<file path="config.mk">
export PLATFORM = sky130hd
export DESIGN_NAME = css_escape_decode_core_flat
export DESIGN_NICKNAME = d
export VERILOG_FILES = /design/src/rtl/core/cssed_pkg.sv /design/src/rtl/core/cssed_in_if.sv /design/src/rtl/core/cssed_out_if.sv /design/src/rtl/core/cssed_front.sv /design/src/rtl/core/cssed_queue.sv /design/src/rtl/core/cssed_back.sv /design/src/rtl/core/css_escape_decode_core.sv /design/src/flat_wrapper.sv
export SDC_FILE = /design/constraint.sdc
export NUM_CORES = 1
export LEC_CHECK = 0
export ABC_AREA = 0
export BUFFER_PORTS_ARGS = -buffer_cell sky130_fd_sc_hd__buf_2
export CAP_MARGIN = 20
export CORE_MARGIN = 2
export CORE_UTILIZATION = 30
export DETAILED_ROUTE_END_ITERATION = 8
export PLACE_DENSITY = 0.47
export SETUP_SLACK_MARGIN = 0.4
export SKIP_CTS_REPAIR_TIMING = 1
export SLEW_MARGIN = 20
export SYNTH_ARGS = -nofsm -noshare
export SYNTH_HDL_FRONTEND = slang
export SYNTH_SLANG_ARGS = --single-unit
export TNS_END_PERCENT = 5
</file>
<file path="constraint.sdc">
create_clock -name i_clk -period 3.3 [get_ports i_clk]
set_input_delay 0.165 -clock i_clk [delete_from_list [all_inputs] [get_ports i_clk]]
set_output_delay 0.165 -clock i_clk [all_outputs]
set_load 0.01 [all_outputs]
</file>
<file path="src/rtl/core/cssed_pkg.sv">
// ============================================================================
// cssed_pkg
// Shared types, constants and helpers for the CSS escape decoder.
// ============================================================================
`default_nettype none

package cssed_pkg;

    localparam int unsigned HEX_MAX     = 6;
    localparam int unsigned CNT_W       = 3;
    localparam int unsigned DIG_W       = 4 * HEX_MAX;
    localparam int unsigned QUEUE_DEPTH = 4;
    localparam int unsigned QPTR_W      = $clog2(QUEUE_DEPTH);
    localparam int unsigned QCNT_W      = $clog2(QUEUE_DEPTH + 1);

    localparam logic [7:0] CH_BSLASH = 8'h5C;
    localparam logic [7:0] CH_LF     = 8'h0A;
    localparam logic [7:0] CH_SPACE  = 8'h20;
    localparam logic [7:0] CH_TAB    = 8'h09;
    localparam logic [7:0] CH_CR     = 8'h0D;
    localparam logic [7:0] FW_LOW    = 8'h01;
    localparam logic [7:0] FW_HIGH   = 8'h5E;
    localparam logic [7:0] FW_OFFSET = 8'h20;
    localparam logic [DIG_W-9:0] FW_PREFIX = (DIG_W-8)'('hFF);

    typedef enum logic [1:0] {
        MODE_NORMAL = 2'd0,
        MODE_BSLASH = 2'd1,
        MODE_HEX    = 2'd2
    } t_mode;

    typedef struct packed {
        logic [7:0] out_byte;
        logic       byte_valid;
        logic       end_of_string;
        logic       changed;
    } t_result;

    typedef struct packed {
        t_result res0;
        t_result res1;
        logic    two;
    } t_entry;

    typedef struct packed {
        logic valid;
        logic full;
    } t_q_stat;

    function automatic logic [3:0] nibble_of(input logic [7:0] c);
        logic [3:0] v;
        v = 4'h0;
        if (c >= 8'h30 && c <= 8'h39) begin
            v = 4'(c - 8'h30);
        end else if (c >= 8'h61 && c <= 8'h66) begin
            v = 4'(c - 8'h57);
        end else if (c >= 8'h41 && c <= 8'h46) begin
            v = 4'(c - 8'h37);
        end
        return v;
    endfunction

    function automatic logic is_hex(input logic [7:0] c);
        return (c >= 8'h30 && c <= 8'h39) || (c >= 8'h61 && c <= 8'h66) ||
               (c >= 8'h41 && c <= 8'h46);
    endfunction

    function automatic logic is_ws(input logic [7:0] c);
        return (c == CH_SPACE) || (c >= CH_TAB && c <= CH_CR);
    endfunction

    // Low byte of the digits, shifted from full-width to plain ASCII for ffXX forms.
    function automatic logic [7:0] hex_value(input logic [DIG_W-1:0] dig,
                                             input logic [CNT_W-1:0] cnt);
        logic [7:0] b;
        b = dig[7:0];
        if (cnt >= CNT_W'(4) && dig[DIG_W-1:8] == FW_PREFIX &&
            b >= FW_LOW && b <= FW_HIGH) begin
            b = b + FW_OFFSET;
        end
        return b;
    endfunction

endpackage

`default_nettype wire

</file>
<file path="src/rtl/core/cssed_in_if.sv">
// ============================================================================
// cssed_in_if
// Input byte channel: valid/ready with one raw string byte.
// ============================================================================
`default_nettype none

interface cssed_in_if;
    logic       valid;
    logic       ready;
    logic [7:0] in_byte;
    logic       last;

    modport source (output valid, output in_byte, output last, input ready);
    modport sink   (input valid, input in_byte, input last, output ready);
endinterface

`default_nettype wire

</file>
<file path="src/rtl/core/cssed_out_if.sv">
// ============================================================================
// cssed_out_if
// Output result channel: valid/ready with one decoded result word.
// ============================================================================
`default_nettype none

interface cssed_out_if;
    logic       valid;
    logic       ready;
    logic [7:0] out_byte;
    logic       byte_valid;
    logic       end_of_string;
    logic       changed;

    modport source (output valid, output out_byte, output byte_valid,
                    output end_of_string, output changed, input ready);
    modport sink   (input valid, input out_byte, input byte_valid,
                    input end_of_string, input changed, output ready);
endinterface

`default_nettype wire

</file>
<file path="src/rtl/core/cssed_front.sv">
// ============================================================================
// cssed_front
// Accepts bytes, tracks escape state and classifies each byte into
// zero, one or two result words for the queue.
// ============================================================================
`default_nettype none

module cssed_front (
    input  wire logic             i_clk,
    input  wire logic             i_rst_n,
    cssed_in_if.sink              i_in,
    input  wire cssed_pkg::t_q_stat i_q_stat,
    output logic                  o_push,
    output cssed_pkg::t_entry     o_entry
);
    import cssed_pkg::*;

    t_mode            r_mode, n_mode;
    logic [CNT_W-1:0] r_cnt,  n_cnt;
    logic [DIG_W-1:0] r_dig,  n_dig;
    logic             r_chg,  n_chg;

    logic [7:0] w_c;
    logic [3:0] w_nib;
    logic       w_hex;
    logic [7:0] w_b0, w_b1;
    logic [1:0] w_n;
    logic       w_accept;
    logic       w_eos0;

    assign w_c      = i_in.in_byte;
    assign w_nib    = nibble_of(w_c);
    assign w_hex    = is_hex(w_c);
    assign i_in.ready = !i_q_stat.full;
    assign w_accept = i_in.valid && i_in.ready;

    always_comb begin
        n_mode = r_mode;
        n_cnt  = r_cnt;
        n_dig  = r_dig;
        n_chg  = r_chg;
        w_b0   = '0;
        w_b1   = '0;
        w_n    = 2'd0;
        unique case (r_mode)
            MODE_BSLASH: begin
                if (w_hex) begin
                    n_dig  = DIG_W'(w_nib);
                    n_cnt  = CNT_W'(1);
                    n_chg  = 1'b1;
                    n_mode = MODE_HEX;
                    if (i_in.last) begin
                        w_b0 = {4'h0, w_nib};
                        w_n  = 2'd1;
                    end
                end else if (w_c == CH_LF) begin
                    n_chg  = 1'b1;
                    n_mode = MODE_NORMAL;
                end else begin
                    w_b0   = w_c;
                    w_n    = 2'd1;
                    n_mode = MODE_NORMAL;
                end
            end
            MODE_HEX: begin
                if (w_hex && r_cnt < CNT_W'(HEX_MAX)) begin
                    n_dig = {r_dig[DIG_W-5:0], w_nib};
                    n_cnt = r_cnt + CNT_W'(1);
                    if (i_in.last) begin
                        w_b0 = hex_value(n_dig, n_cnt);
                        w_n  = 2'd1;
                    end
                end else begin
                    w_b0   = hex_value(r_dig, r_cnt);
                    w_n    = 2'd1;
                    n_cnt  = '0;
                    n_dig  = '0;
                    n_mode = MODE_NORMAL;
                    if (!is_ws(w_c)) begin
                        if (w_c == CH_BSLASH) begin
                            if (i_in.last) begin
                                n_chg = 1'b1;
                            end else begin
                                n_mode = MODE_BSLASH;
                            end
                        end else begin
                            w_b1 = w_c;
                            w_n  = 2'd2;
                        end
                    end
                end
            end
            default: begin
                if (w_c == CH_BSLASH) begin
                    if (i_in.last) begin
                        n_chg = 1'b1;
                    end else begin
                        n_mode = MODE_BSLASH;
                    end
                end else begin
                    w_b0   = w_c;
                    w_n    = 2'd1;
                    n_mode = MODE_NORMAL;
                end
            end
        endcase
    end

    // End of string rides on the last word; a byteless end gets an empty word.
    assign w_eos0 = i_in.last && (w_n != 2'd2);

    always_comb begin
        o_entry.res0.out_byte      = w_b0;
        o_entry.res0.byte_valid    = (w_n != 2'd0);
        o_entry.res0.end_of_string = w_eos0;
        o_entry.res0.changed       = w_eos0 && n_chg;
        o_entry.res1.out_byte      = w_b1;
        o_entry.res1.byte_valid    = 1'b1;
        o_entry.res1.end_of_string = i_in.last;
        o_entry.res1.changed       = i_in.last && n_chg;
        o_entry.two                = (w_n == 2'd2);
        o_push                     = w_accept && ((w_n != 2'd0) || i_in.last);
    end

    always_ff @(posedge i_clk) begin
        if (!i_rst_n) begin
            r_mode <= MODE_NORMAL;
            r_cnt  <= '0;
            r_dig  <= '0;
            r_chg  <= 1'b0;
        end else if (w_accept) begin
            if (i_in.last) begin
                r_mode <= MODE_NORMAL;
                r_cnt  <= '0;
                r_dig  <= '0;
                r_chg  <= 1'b0;
            end else begin
                r_mode <= n_mode;
                r_cnt  <= n_cnt;
                r_dig  <= n_dig;
                r_chg  <= n_chg;
            end
        end
    end

endmodule

`default_nettype wire

</file>
<file path="src/rtl/core/cssed_queue.sv">
// ============================================================================
// cssed_queue
// Small register FIFO of classified entries between front and back.
// ============================================================================
`default_nettype none

module cssed_queue (
    input  wire logic             i_clk,
    input  wire logic             i_rst_n,
    input  wire logic             i_push,
    input  wire cssed_pkg::t_entry i_entry,
    input  wire logic             i_pop,
    output cssed_pkg::t_q_stat    o_stat,
    output cssed_pkg::t_entry     o_entry
);
    import cssed_pkg::*;

    t_entry            r_mem [QUEUE_DEPTH];
    logic [QPTR_W-1:0] r_wr, n_wr;
    logic [QPTR_W-1:0] r_rd, n_rd;
    logic [QCNT_W-1:0] r_cnt, n_cnt;
    logic              w_push, w_pop;

    assign o_stat.valid = (r_cnt != '0);
    assign o_stat.full  = (r_cnt == QCNT_W'(QUEUE_DEPTH));
    assign o_entry      = r_mem[r_rd];
    assign w_push       = i_push && !o_stat.full;
    assign w_pop        = i_pop && o_stat.valid;

    always_comb begin
        n_wr  = w_push ? r_wr + QPTR_W'(1) : r_wr;
        n_rd  = w_pop ? r_rd + QPTR_W'(1) : r_rd;
        n_cnt = r_cnt;
        if (w_push && !w_pop) begin
            n_cnt = r_cnt + QCNT_W'(1);
        end else if (w_pop && !w_push) begin
            n_cnt = r_cnt - QCNT_W'(1);
        end
    end

    always_ff @(posedge i_clk) begin
        if (w_push) begin
            r_mem[r_wr] <= i_entry;
        end
    end

    always_ff @(posedge i_clk) begin
        if (!i_rst_n) begin
            r_wr  <= '0;
            r_rd  <= '0;
            r_cnt <= '0;
        end else begin
            r_wr  <= n_wr;
            r_rd  <= n_rd;
            r_cnt <= n_cnt;
        end
    end

endmodule

`default_nettype wire

</file>
<file path="src/rtl/core/cssed_back.sv">
// ============================================================================
// cssed_back
// Drains queue entries one word at a time into the output register.
// ============================================================================
`default_nettype none

module cssed_back (
    input  wire logic             i_clk,
    input  wire logic             i_rst_n,
    input  wire cssed_pkg::t_q_stat i_q_stat,
    input  wire cssed_pkg::t_entry i_entry,
    output logic                  o_pop,
    cssed_out_if.source           o_out
);
    import cssed_pkg::*;

    logic    r_valid;
    logic    r_sub;
    t_result r_res;
    logic    w_load;

    assign w_load = !r_valid || o_out.ready;
    assign o_pop  = w_load && i_q_stat.valid && (!i_entry.two || r_sub);

    always_ff @(posedge i_clk) begin
        if (!i_rst_n) begin
            r_valid <= 1'b0;
            r_sub   <= 1'b0;
        end else if (w_load) begin
            r_valid <= i_q_stat.valid;
            if (i_q_stat.valid) begin
                r_sub <= i_entry.two && !r_sub;
            end
        end
    end

    always_ff @(posedge i_clk) begin
        if (w_load && i_q_stat.valid) begin
            r_res <= r_sub ? i_entry.res1 : i_entry.res0;
        end
    end

    assign o_out.valid         = r_valid;
    assign o_out.out_byte      = r_res.out_byte;
    assign o_out.byte_valid    = r_res.byte_valid;
    assign o_out.end_of_string = r_res.end_of_string;
    assign o_out.changed       = r_res.changed;

endmodule

`default_nettype wire

</file>
<file path="src/rtl/core/css_escape_decode_core.sv">
// ============================================================================
// css_escape_decode_core
// CSS backslash-escape decoder: bytes in, decoded words out.
// ============================================================================
//  channel   dir  handshake     payload
//  i_in      in   valid/ready   in_byte[7:0], last
//  o_out     out  valid/ready   out_byte[7:0], byte_valid, end_of_string, changed
//
//  One byte accepted per cycle while the queue is not full; its words pass
//  through the queue into the output register.
//  A byte that closes a hex escape with a following plain byte yields two
//  words, which leave one at a time; the 4-entry queue absorbs short runs
//  of them, and a long run fills it and stalls the input.
//  Synchronous reset clears escape state, empties the queue, drops o_out.valid.
//  i_in.ready falls only when the queue is full.
// ============================================================================
`default_nettype none

module css_escape_decode_core (
    input  wire logic i_clk,
    input  wire logic i_rst_n,
    cssed_in_if.sink    i_in,
    cssed_out_if.source o_out
);
    import cssed_pkg::*;

    logic    w_push, w_pop;
    t_entry  w_push_entry, w_head;
    t_q_stat w_q_stat;

    cssed_front u_front (
        .i_clk    (i_clk),
        .i_rst_n  (i_rst_n),
        .i_in     (i_in),
        .i_q_stat (w_q_stat),
        .o_push   (w_push),
        .o_entry  (w_push_entry)
    );

    cssed_queue u_queue (
        .i_clk   (i_clk),
        .i_rst_n (i_rst_n),
        .i_push  (w_push),
        .i_entry (w_push_entry),
        .i_pop   (w_pop),
        .o_stat  (w_q_stat),
        .o_entry (w_head)
    );

    cssed_back u_back (
        .i_clk    (i_clk),
        .i_rst_n  (i_rst_n),
        .i_q_stat (w_q_stat),
        .i_entry  (w_head),
        .o_pop    (w_pop),
        .o_out    (o_out)
    );

    a_full_not_empty: assert property (@(posedge i_clk) disable iff (!i_rst_n)
        w_q_stat.full |-> w_q_stat.valid)
        else $error("queue full while empty");

    a_changed_only_at_end: assert property (@(posedge i_clk) disable iff (!i_rst_n)
        o_out.valid |-> (o_out.end_of_string || !o_out.changed))
        else $error("changed flag before end of string");

    a_empty_word_at_end: assert property (@(posedge i_clk) disable iff (!i_rst_n)
        (o_out.valid && !o_out.byte_valid) |->
            (o_out.end_of_string && o_out.out_byte == 8'h00))
        else $error("byteless word not at end of string");

    a_push_has_room: assert property (@(posedge i_clk) disable iff (!i_rst_n)
        w_push |-> !w_q_stat.full)
        else $error("push into full queue");

endmodule

`default_nettype wire
</file>
<file path="src/flat_wrapper.sv">
// flat-port wrapper written by rule: the top's interface ports become plain ports
module css_escape_decode_core_flat import cssed_pkg::*;
  (i_clk, i_rst_n, i_in_valid, i_in_in_byte, i_in_last, i_in_ready, o_out_valid, o_out_out_byte, o_out_byte_valid, o_out_end_of_string, o_out_changed, o_out_ready);
  cssed_in_if i_in_i ();
  cssed_out_if o_out_i ();
  input  wire logic i_clk;
  input  wire logic i_rst_n;
  input wire logic [$bits(i_in_i.valid)-1:0] i_in_valid;
  input wire logic [$bits(i_in_i.in_byte)-1:0] i_in_in_byte;
  input wire logic [$bits(i_in_i.last)-1:0] i_in_last;
  output wire logic [$bits(i_in_i.ready)-1:0] i_in_ready;
  output wire logic [$bits(o_out_i.valid)-1:0] o_out_valid;
  output wire logic [$bits(o_out_i.out_byte)-1:0] o_out_out_byte;
  output wire logic [$bits(o_out_i.byte_valid)-1:0] o_out_byte_valid;
  output wire logic [$bits(o_out_i.end_of_string)-1:0] o_out_end_of_string;
  output wire logic [$bits(o_out_i.changed)-1:0] o_out_changed;
  input wire logic [$bits(o_out_i.ready)-1:0] o_out_ready;
  assign i_in_i.valid = i_in_valid;
  assign i_in_i.in_byte = i_in_in_byte;
  assign i_in_i.last = i_in_last;
  assign i_in_ready = i_in_i.ready;
  assign o_out_valid = o_out_i.valid;
  assign o_out_out_byte = o_out_i.out_byte;
  assign o_out_byte_valid = o_out_i.byte_valid;
  assign o_out_end_of_string = o_out_i.end_of_string;
  assign o_out_changed = o_out_i.changed;
  assign o_out_i.ready = o_out_ready;
  css_escape_decode_core u_core (.i_clk(i_clk), .i_rst_n(i_rst_n), .i_in(i_in_i), .o_out(o_out_i));
endmodule
</file>
==> results_dict.tcl <==
set metrics [dict create \
    status "finished clean" \
    finalMaxSlewViolations 0 \
    fin_util_pct 35.9 \
    synth_commonest_cells "edfxtp_1 (99), nand2_1 (56), dfxtp_1 (41)" \
    worst_ir_drop_vdd_mv 0.449 \
    yosysSeqAreaShare_pct 59.2 \
    synth_xor_xnor_area_share_pct 1.09 \
    fmax_ghz 0.364 \
    place_ws_ps 114 \
    wl_per_cell_um 17.2 \
    viasPerCell 4.94 \
    vias 4045 \
    yosys-top-cells-area "edfxtp_1 (46%), dfxtp_1 (13%), mux4_2 (7.7%)" \
    hpwl_mm 9.28 \
    p_leak_nw 2.52 \
    worstHoldStart "o_out_ready" \
    yosysMostFrequentCell "edfxtp_1" \
    cts.path.max_buffers 2 \
    synth_top_area_share_pct 46.4 \
    final_area_um2 7520 \
    p_comb_share_pct 20.3 \
    synth_compound_area_share_pct 10.5 \
    fp.dieW_um 150 \
    io_buffers 25 \
    async_reset_ff_share_pct 0 \
    grt_use_total_pct 13.7 \
    critPathKind "input pin to flip-flop" \
    grt_pass1_wl_mm 23.1 \
    synth_top_cell_by_area "edfxtp_1" \
    drive_above_1_share_pct 22.5 \
    min_delay_path_depth 4 \
    reg2reg_slack_ps 660 \
    grt_antenna_before_repair 0 \
    tns_ps 0 \
    power_frac_seq_pct 43.5 \
    syn_to_final_growth_pct 17.4 \
    hp-class "input pin to flip-flop" \
    antennaDiodeCount 0 \
    place_area_um2 6940 \
    num_rows 53 \
    gp_congestion 0.828 \
    ys_warn_count 0 \
    synth_edf_count 99 \
    syn_nets 523 \
    path_clk_slew_ps 60 \
    worst-endpoint-required_ps 3650 \
    grt_pass1_vias 4299 \
    core_area_um2 21000 \
    die-area_um2 22500 \
    synthAdderAreaFrac_pct 3.24 \
    path_max_fanout 7 \
    cts_buffers 17 \
    min_period_ps 2750 \
    clock-sinks 140 \
    worstHoldEndpoint "u_core.u_back.o_out.valid" \
    tightestPinTransition_ps 631 \
    syn_area_per_cell_um2 13.0 \
    setup_violations 0 \
    power_density_nw_per_um2 681 \
    fin_crit_sh_pct 83.4 \
    rr_endpoint "u_core.u_queue.r_cnt[2]" \
    synth_top_flop_cell "edfxtp_1" \
    htreeDepth 4 \
    rsz0062_at_grt "no" \
    slew_headroom_pct 57.9 \
    drt_iter0_markers 248 \
    dr.pass1.iters 6 \
    switching_share_pct 27.1 \
    cp.arrival_ps 3100 \
    switchingPower_w 0.00139 \
    hold_viol 0 \
    synth-simple-area-share_pct 14.9 \
    wirelength_mm 14.1 \
    grt-ovfl-total 0 \
    insertion_delay_ps 430 \
    r2r_cells 11 \
    grt_max_degree 41 \
    ant_nets 0 \
    netlist_instances 494 \
    synth-seq-cells 140 \
    timing.hold.ws_ps 31.0 \
    setup_slack_ps 549 \
    die_h_um 150 \
    maxCapViolCount 0 \
    crit_path_end_kind "flip-flop" \
    fin_skew_ps 18.8 \
    fillers 2093 \
    reg2reg_from "u_core.u_front.r_mode[0]" \
    num_io_pins 26 \
    cts_root_buf "clkbuf_16" \
    cp-start-kind "input pin" \
    start_util_pct 30.6 \
    synthMuxAreaShare_pct 8.23 \
    clkPwrFrac_pct 36.2 \
    synth_top_family_by_area "simple AND/OR/NAND/NOR gates" \
    p_int_w 0.00373 \
    syn_area_um2 6400 \
    synth.distinct_cells 73 \
    nets 559 \
    drc 0 \
    cts_tree "done" \
]
## metrics by stage
stage	instances	total power, W
after detailed placement	786	0.00334
after CTS	818	0.00522
after global routing	818	0.00540
after floorplan	494	0.00299
final	818	0.00512
after global placement	786	0.00331
## registers in the layout (all words and copies together), names as in the netlist, named ones only
signal                             count
u_core.u_queue.r_cnt                   3
u_core.u_back.o_out.out_byte           8
u_core.u_front.r_cnt                   3
u_core.u_back.o_out.changed            1
u_core.u_queue.r_mem                  88
u_core.u_back.r_sub                    1
u_core.u_back.o_out.valid              1
u_core.u_front.r_mode                  2
u_core.u_back.o_out.byte_valid         1
u_core.u_back.o_out.end_of_string      1
u_core.u_front.r_dig                  24
u_core.u_queue.r_wr                    2
u_core.u_front.r_chg                   1
u_core.u_queue.r_rd                    2
## layer usage
layer | routed length [um] | share of wire (%) | global-route usage [%] | up-vias
li1 | - | - | - | 1939
met1 | 6360 | 45 | 17.1 | 2021
met2 | 7110 | 50 | 23.0 | 70
met3 | 465 | 3.3 | 3.00 | 15
met4 | 177 | 1.3 | 5.80 | 0
met5 | 0 | 0 | 0 | -
## placed cells by master (no fill, tap or decap), types with 3 or more instances in the layout
cell type and instances:
edfxtp_1 99, nand2_1 56, dfxtp_1 41, nor2b_1 29
a22oi_1 25, buf_2 25, mux4_2 22, and2_1 18
clkbuf_16 17, buf_4 17, o21ai_0 16, nand3_1 15
a21oi_1 13, inv_1 12, ha_1 12, nor2_1 11
nor3_1 9, a21boi_0 5, clkinvlp_4 5, nor4_1 5
nand4_1 4, o21ai_1 4, xnor2_1 4, nand3b_1 4
xor2_1 4, and3_1 3, ha_4 3
## layout make-up
type | count | area [um2] | share of cell area, %
timing repair buffer | 42 | 253 | 3.36
tap | 275 | 344 | 4.58
clock buffer | 19 | 433 | 5.76
clock inverter | 13 | 143 | 1.90
inverter | 15 | 63.8 | 0.849
multi-input combinational | 314 | 2490 | 33.1
sequential | 140 | 3790 | 50.5
## worst max path at each step
stage / from / depth (start not counted) / slack (ps) / endpoint
3_3_place_gp: i_in_in_byte[1] / 14 / 190 / u_core.u_queue.r_cnt[2]
2_1_floorplan: i_in_in_byte[1] / 14 / 420 / u_core.u_queue.r_cnt[2]
3_5_place_dp: i_in_in_byte[1] / 14 / 110 / u_core.u_queue.r_cnt[2]
5_1_grt: i_in_in_byte[0] / 14 / 400 / u_core.u_queue.r_cnt[2]
6_report: i_in_in_byte[1] / 14 / 550 / u_core.u_queue.r_cnt[2]
4_1_cts: i_in_in_byte[1] / 14 / 550 / u_core.u_queue.r_cnt[2]
## kinds of logic (layout without fill, tap and decap cells)
logic type	Yosys count	after routing
simple gates	174	174
mux	25	25
buf+inv	40	89
xor+xnor	8	8
flops	140	140
fa+ha+maj	16	16
compound gates	91	91
## worst max-delay path, stage by stage
cell and delay (ps):
buf_2 160, clkinvlp_4 190, ha_4 210, or3b_4 380, and3_4 210, o21ai_4 230, and2_4 190, o41a_4 190
ha_4 140, inv_1 60, fa_2 380, xor2_1 170, or3_1 300, a21boi_1 120
## power groups by stage
stage / Sequential [W] / Combinational (W) / Clock, W
after floorplan: 0.00228 / 0.000706 / 0
after global placement: 0.00226 / 0.00105 / 0
after detailed placement: 0.00227 / 0.00107 / 0
after CTS: 0.00223 / 0.00108 / 0.00191
after global routing: 0.00225 / 0.00117 / 0.00198
final: 0.00223 / 0.00104 / 0.00185
Note: power is estimated with default switching activity, not from simulation.
